File: src/rtl/core/ghbp_pkg.sv
// Shared types, constants and helper functions for the global-history
// branch predictor. No dependencies.
package ghbp_pkg;

    localparam int ADDR_W  = 32;
    localparam int CLASS_W = 3;
    localparam int COUNT_W = 32;
    localparam int CTR_W   = 2;
    localparam int NUM_CLASSES = 6;

    localparam logic [CLASS_W-1:0] CLASS_LIMIT = CLASS_W'(NUM_CLASSES);
    localparam logic [CTR_W-1:0]   CTR_MAX     = 2'd3;
    localparam logic [CTR_W-1:0]   CTR_MIN     = 2'd0;
    localparam logic [CTR_W-1:0]   CTR_TAKEN   = 2'd2;
    localparam logic [COUNT_W-1:0] COUNT_MAX   = '1;

    typedef logic [CTR_W-1:0]   ctr_t;
    typedef logic [COUNT_W-1:0] count_t;
    typedef logic [CLASS_W-1:0] class_t;

    // Statistics update request, one per retiring branch
    typedef struct packed {
        logic   en;
        class_t cls;
        logic   correct;
    } stat_upd_t;

    function automatic count_t sat_inc(input count_t v);
        return (v == COUNT_MAX) ? v : v + count_t'(1);
    endfunction

    function automatic ctr_t ctr_update(input ctr_t c, input logic taken);
        ctr_t r;
        r = c;
        if (taken)
        begin
            if (c != CTR_MAX)
                r = c + ctr_t'(1);
        end
        else
        begin
            if (c != CTR_MIN)
                r = c - ctr_t'(1);
        end
        return r;
    endfunction

endpackage

File: src/rtl/core/ghbp_class_stats.sv
// Per-class total/correct counters, saturating; returns post-update counts,
// or zero for an out-of-range class. Depends on ghbp_pkg.
module ghbp_class_stats (
    input  logic                 clk,
    input  logic                 rst_n,
    input  ghbp_pkg::stat_upd_t  upd,
    output ghbp_pkg::count_t     total_new,
    output ghbp_pkg::count_t     correct_new
);

    ghbp_pkg::count_t total_reg   [ghbp_pkg::NUM_CLASSES];
    ghbp_pkg::count_t correct_reg [ghbp_pkg::NUM_CLASSES];
    logic             in_range;
    ghbp_pkg::count_t tot_next;
    ghbp_pkg::count_t cor_next;

    always_comb
    begin
        in_range = upd.cls < ghbp_pkg::CLASS_LIMIT;
        tot_next = '0;
        cor_next = '0;
        if (in_range)
        begin
            tot_next = ghbp_pkg::sat_inc(total_reg[upd.cls]);
            cor_next = upd.correct ? ghbp_pkg::sat_inc(correct_reg[upd.cls])
                                   : correct_reg[upd.cls];
        end
    end

    always_ff @(posedge clk or negedge rst_n)
    begin
        if (!rst_n)
        begin
            for (int i = 0; i < ghbp_pkg::NUM_CLASSES; i++)
            begin
                total_reg[i]   <= '0;
                correct_reg[i] <= '0;
            end
        end
        else if (upd.en && in_range)
        begin
            total_reg[upd.cls]   <= tot_next;
            correct_reg[upd.cls] <= cor_next;
        end
    end

    assign total_new   = tot_next;
    assign correct_new = cor_next;

endmodule

File: config.mk
export PLATFORM = sky130hd
export DESIGN_NAME = ghbp_class_stats
export DESIGN_NICKNAME = d
export VERILOG_FILES = /design/src/rtl/core/ghbp_pkg.sv /design/src/rtl/core/ghbp_class_stats.sv
export SDC_FILE = /design/constraint.sdc
export NUM_CORES = 1
export LEC_CHECK = 0
export BUFFER_PORTS_ARGS = -buffer_cell sky130_fd_sc_hd__buf_2
export CAP_MARGIN = 30
export CORE_AREA = 2 2 237 239
export CTS_CLUSTER_SIZE = 16
export DETAILED_ROUTE_END_ITERATION = 8
export DIE_AREA = 0 0 239 241
export PLACE_DENSITY_LB_ADDON = 0.3
export SLEW_MARGIN = 5
export SYNTH_ARGS = -nofsm -noshare
export SYNTH_HDL_FRONTEND = slang
export SYNTH_SLANG_ARGS = --single-unit
File: constraint.sdc
create_clock -name clk -period 7.1 [get_ports clk]
set_clock_uncertainty 0.05 [all_clocks]
set_input_delay 1.42 -clock clk [delete_from_list [all_inputs] [get_ports clk]]
set_output_delay 1.42 -clock clk [all_outputs]
set_load 0.02 [all_outputs]
==> results of run 1 <==
cell usage after synthesis, types with 17 or more instances:
master and count:
nand2_1 415, buf_2 19, mux2i_1 94, a21oi_1 26, nor2_1 56, a22oi_1 22
nand3_1 17, o21ai_0 276, clkbuf_1 90, dfrtp_1 384, mux2_2 46, inv_1 64
o22ai_1 23, xnor2_1 28, o21ai_1 131
stage by stage:
| step | power [mW] | setup WS [ps] | hold WS [ps] |
|---|---|---|---|
| after global routing | 5.19 | 155 | 444 |
| after detailed placement | 2.80 | 478 | 413 |
| final | 4.98 | 491 | 422 |
| after floorplan | 2.62 | 913 | 391 |
| after global placement | 2.78 | 578 | 403 |
| after CTS | 5.03 | 455 | 427 |
cells by family after synthesis:
group,count (synthesis),synth area share (%)
compound gates,574,18.4
fa+ha+maj,2,0.131
xor+xnor,54,2.86
simple gates,617,15.0
mux,148,8.32
flops,384,50.2
buf+inv,206,5.10
layer usage:
layer	part of all wire [%]	track usage (%)
met2	46	31.1
met3	4.7	2.57
met4	2.7	6.04
met5	0	0
met1	47	26.2
tightest hold or removal path: stages (launching register included):
cell,delay [ps]
dfrtp_1,330
nand2_1,40
o21ai_0,60
path summary, 6_finish.rpt:
path | to | cells after the start | from | slack (ps)
max | correct_new[9] | 11 | upd[3] | 490
min | total_reg[16] | 2 | total_reg[16] | 420
max reg2reg | correct_reg[145] | 9 | correct_reg[167] | 3560
min reg2reg | total_reg[16] | 2 | total_reg[16] | 420
max in group asynchronous | total_reg[66] | 2 | rst_n | 4800
min in group asynchronous | correct_reg[80] | 1 | rst_n | 780
cells in the final DEF, fill, tap and decap left out, drive strengths merged, types with 17 or more instances in the layout:
cell type / instances
nand2: 415
clkbuf: 63
buf: 134
dfrtp: 384
xnor2: 30
a22oi: 22
mux2i: 94
xor2: 24
o21ai: 408
nor2: 58
nand3: 17
mux2: 50
a21oi: 26
o22ai: 24
inv: 65
power by group through the flow:
stage	combinational [mW]	sequential, mW	clock, mW
after floorplan	0.268	2.35	0
after global placement	0.421	2.36	0
after detailed placement	0.432	2.37	0
after CTS	0.433	2.33	2.27
after global routing	0.482	2.34	2.37
final	0.432	2.33	2.22
cell type report:
cell class / instances / area (um2)
clock buffers: 63 / 1220
repair buffers: 134 / 1020
fillers: 5427 / 33100
flip-flops and latches: 384 / 9610
inverters: 64 / 240
multi-input cells: 1395 / 8630
clock inverters: 10 / 156
well taps: 704 / 881
what timing repair did:
| action | CTS | global route |
|---|---|---|
| setup endpoints to repair | 0 | 1 |
| hold buffers | 0 | 0 |
| gates resized for setup | 0 | 1 |
| setup buffers | 0 | 0 |
==> reports/summary.txt, run 1 <==
Status: finished clean
Final hold vios: 0
Core ar.: 54,900 um2
Main area contributors after synthesis: dfrtp_1 (50%), nand2_1 (8.1%), o21ai_0 (7.2%)
Die W: 239 um
Area of the mapped netlist: 19,200 um2
Via density: 5.31
CP top delay family: simple AND/OR/NAND/NOR gates
DRT iter0 DRCs: 1,082
Synth Register Bits: 384
Skew-Pair Late Insertion Delay: 570 ps
First-pass GRT wire length: 85.9 mm
RSZ-0062 raised after global routing: no
Reg power frac: 46.7%
CTS tree: built
Bufs and invs on worst path: 4
FMAX: 151 MHz
Switch share: 24.9%
Clk pwr share: 44.6%
FFs w/ async S/R, synth: 100%
GRT Total Usage: 19.0%
Seq/Total Area, Yosys: 50.2%
TritonCTS Buffers: 42
Worst slew pin tran: 1030 ps
Crit-path most repeated cell: buf_4
DP Cell Count: 2,678
Vias in the first global route: 14,700
Synth top area share: 50.2%
Tcrit/Tclk final: 93.1%
Pleak: 9.74 nW
Post-synthesis instance total: 1,985
CP Max Fanout: 19
Pwr dens: 229 nW/um2
Primary FF master, synth: dfrtp_1
Setup violators final: 0
Startpoint types: input port
Post-Route WL: 53.8 mm
Setup_tns: 0 ps
Combinational Power Share: 8.7%
Cell internal pwr: 3.74 mW
Clock-pin transition on the worst setup and hold timing paths: 60 ps
CP Data Arrival Time: 5140 ps
Mapped Nets: 1,994
Vias: 14,600
Initial antenna violation count: 0
WL/cell: 19.5 um
Starting density of the core: 34.9%
CTS root buffer: clkbuf_16
Num ports: 71
Port-buffer cells: 70
Syn. warnings: 0
Worst path cell trace: buf_4, and2b_1, buf_4, a221o_1, o21ai_1, nor4_2, nand4_4, o2111ai_1, xor2_1, inv_1, buf_2
Final slew viol count: 0
Detail Route Antenna Nets: 0
Router iterations before antenna repair: 5
Clk buf depth: 3
Final std cell area, no fill: 21,800 um2
Remaining global-route overflow: 0
MaxCap Viol Count: 0
Final Core Density: 39.6%
Row count: 86
Crit path time final: 6610 ps
Nets: 2,030
Post-DP HPWL: 35.2 mm
Netlist cell types: 90
Die H: 241 um
HP Class: reg -> reg
Post-synth top area cell: dfrtp_1
Die area: 57,600 um2
Area growth, synth to finish: 13.6%
Post-synthesis area per instance: 9.65 um2
Clock sinks: 384
ANT cells: 0
H-Tree Depth: 2
Max_slew headroom: 31.2%
P_sw: 1.24 mW
Max stage delay on crit path: 690 ps
Largest net degree at the start of global routing: 172
Worst EP required: 5630 ps
Cell Count, Final, Fillers Out: 2,754
DP Area: 20,300 um2
Post-synth EDFFs: 0
Routability cong.: 0.851
Peak supply drop: 0.139 mV
Critical Path Slowest Stage Cell: nor4_2
WS Path Type: in -> out
# DRC: 0
Nature of the critical path endpoint: primary output
Fraction of layout cells with a size suffix above 1: 15.5%
(Power assumes the default switching activity.)
==> run 2: changes to the inputs <==
- REMOVE_ABC_BUFFERS: default -> 1
==> run 2 against run 1 <==
  * Die area is the same
  * Critical path depth grew 2
  * Sequential share of layout area shrank 0.11 points
  * Clock power grew 4%
  * First-iteration DRC count shrank 2.8%
  * Combinational power shrank 1%
  * Non-clock buffer count grew 11
  * Final cell count grew 0.62%
  * Fmax shrank 3.9%
  * Critical endpoint is now total_new[0]
==> reports/summary.txt, run 2 (synthesis results as in run 1) <==
WL/cell: 19.3 um (was 19.5 um)
Final hold vios: 0 (unchanged)
Die W: 239 um (unchanged)
CTS tree: built (unchanged)
Num ports: 71 (unchanged)
CP Max Fanout: 20 (was 19)
Setup violators final: 0 (unchanged)
Nature of the critical path endpoint: primary output (unchanged)
Hold-fix buffers at CTS: 0 (unchanged)
WS Path Type: in -> out (unchanged)
Worst EP required: 5630 ps (about the same)
Setup_tns: 0 ps (unchanged)
CP top delay family: simple AND/OR/NAND/NOR gates (unchanged)
CTS root buffer: clkbuf_16 (unchanged)
Starting density of the core: 34.9% (unchanged)
TritonCTS Buffers: 44 (was 42)
Port-buffer cells: 70 (unchanged)
Post-DP HPWL: 35.0 mm (was 35.2 mm)
GRT Total Usage: 18.9% (was 19.0%)
Bufs and invs on worst path: 3 (was 4)
Nets: 2,043 (was 2,030)
Die H: 241 um (unchanged)
Area growth, synth to finish: 13.8% (was 13.6%)
First-pass GRT wire length: 85.6 mm (was 85.9 mm)
Max_slew headroom: 34.0% (was 31.2%)
# DRC: 0 (unchanged)
Commonest non-fill, non-tap cell in the layout: nand2_1 (unchanged)
Vias: 14,700 (was 14,600)
Skew-Pair Late Insertion Delay: 580 ps (was 570 ps)
Crit path time final: 6880 ps (was 6610 ps)
DP Cell Count: 2,691 (was 2,678)
FMAX: 145 MHz (was 151 MHz)
Pleak: 9.79 nW (was 9.74 nW)
Cell Count, Final, Fillers Out: 2,771 (was 2,754)
Peak supply drop: 0.134 mV (was 0.139 mV)
H-Tree Depth: 2 (unchanged)
CP Data Arrival Time: 5410 ps (was 5140 ps)
Final std cell area, no fill: 21,800 um2 (about the same)
Clock sinks: 384 (unchanged)
Row count: 86 (unchanged)
Routability cong.: 0.837 (was 0.851)
Post-CTS setup buffers: 0 (unchanged)
Filler cell count: 5,410 (was 5,427)
Register Area: 9610 um2 (unchanged)
DP Area: 20,300 um2 (about the same)
Post-Route WL: 53.5 mm (was 53.8 mm)
ANT cells: 0 (unchanged)
Via density: 5.32 (was 5.31)
Router iterations before antenna repair: 5 (unchanged)
Tcrit/Tclk final: 96.9% (was 93.1%)
Die area: 57,600 um2 (unchanged)
Place WS: 324 ps (was 478 ps)
MaxCap Viol Count: 0 (unchanged)
Critical Path Slowest Stage Cell: xor2_1 (was nor4_2)
Worst path cell trace: buf_2, buf_4, and2b_1, a22oi_1, o221ai_2, ha_1, nand2b_1, nor4b_2, nand3_1, nor2_1, xor2_1, nor2_1, buf_2 (was buf_4, and2b_1, buf_4, a221o_1, o21ai_1, nor4_2, nand4_4, o2111ai_1, xor2_1, inv_1, buf_2)
Initial antenna violation count: 0 (unchanged)
Area of the multi-input gates: 8640 um2 (was 8630 um2)
Total power: 5.06 mW (was 4.98 mW)
Fraction of layout cells with a size suffix above 1: 16.4% (was 15.5%)
Max stage delay on crit path: 490 ps (was 690 ps)
Detail Route Antenna Nets: 0 (unchanged)
Worst slew pin tran: 990 ps (was 1030 ps)
Clk buf depth: 3 (unchanged)
Clock-pin transition on the worst setup and hold timing paths: 50 ps (was 60 ps)
Largest net degree at the start of global routing: 163 (was 172)
HP Class: reg -> reg (unchanged)
Remaining global-route overflow: 0 (unchanged)
Core ar.: 54,900 um2 (unchanged)
Status: finished clean (unchanged)
Vias in the first global route: 14,700 (about the same)
Final slew viol count: 0 (unchanged)
Final worst-path setup slack: 220 ps (was 491 ps)
Most frequent cells in the layout: nand2_1 (411), dfrtp_1 (384), o21ai_0 (276), o21ai_1 (131), mux2i_1 (93) (was nand2_1 (411), dfrtp_1 (384), o21ai_0 (276), o21ai_1 (131), mux2i_1 (94))
DRT iter0 DRCs: 1,052 (was 1,082)
Startpoint types: input port (unchanged)
Pwr dens: 232 nW/um2 (was 229 nW/um2)
==> run 2: area by class of cell <==
cell class,count,area share (%)
tap,704,4.04
sequential,384,44.1
multi-input combinational,1395,39.6
clock inverter,18,0.952
inverter,64,1.10
clock buffer,61,5.71
timing repair buffer,145,4.54
==> run 2: worst register-to-register path, cell delays in order, from the launching register on <==
cell and delay, ps:
dfrtp_1 350, or3b_1 340, o21ai_0 210, a221oi_1 210, or4b_4 570, or4_1 820, nor3_2 310, mux2i_1 320
buf_4 200, o21ai_1 70
==> run 2: through the flow <==
stage	hold WS, ps	util (%)
after floorplan	391	-
after global placement	404	37.0
after detailed placement	413	37.1
after CTS	425	39.7
after global routing	441	39.7
final	419	39.7
==> run 2: path summary, 6_finish.rpt <==
kind	from	to	slack, ps	depth (start not counted)
setup / recovery	upd[2]	total_new[0]	220	13
hold / removal	correct_reg[170]	correct_reg[170]	420	2
setup reg to reg	correct_reg[168]	correct_reg[126]	3500	9
hold reg to reg	correct_reg[170]	correct_reg[170]	420	2
max in group asynchronous	rst_n	total_reg[58]	4680	2
min in group asynchronous	rst_n	correct_reg[74]	810	1
==> run 2: repair_timing <==
action | in CTS | in global routing
endpoints found under the setup margin | 0 | 1
gates resized for setup | 0 | 1
hold endpoints to repair | 0 | 0
==> run 2: per-layer routing <==
layer	track usage (%)	share of wire (%)
met1	26.4	47
met2	30.1	46
met3	2.64	4.6
met4	6.38	2.5
met5	0	0
==> run 2: where the power goes <==
part | switching (mW) | internal, mW
clock | 0.935 | 1.37
sequential | 0.0493 | 2.28
combinational | 0.295 | 0.132
total | 1.28 | 3.79
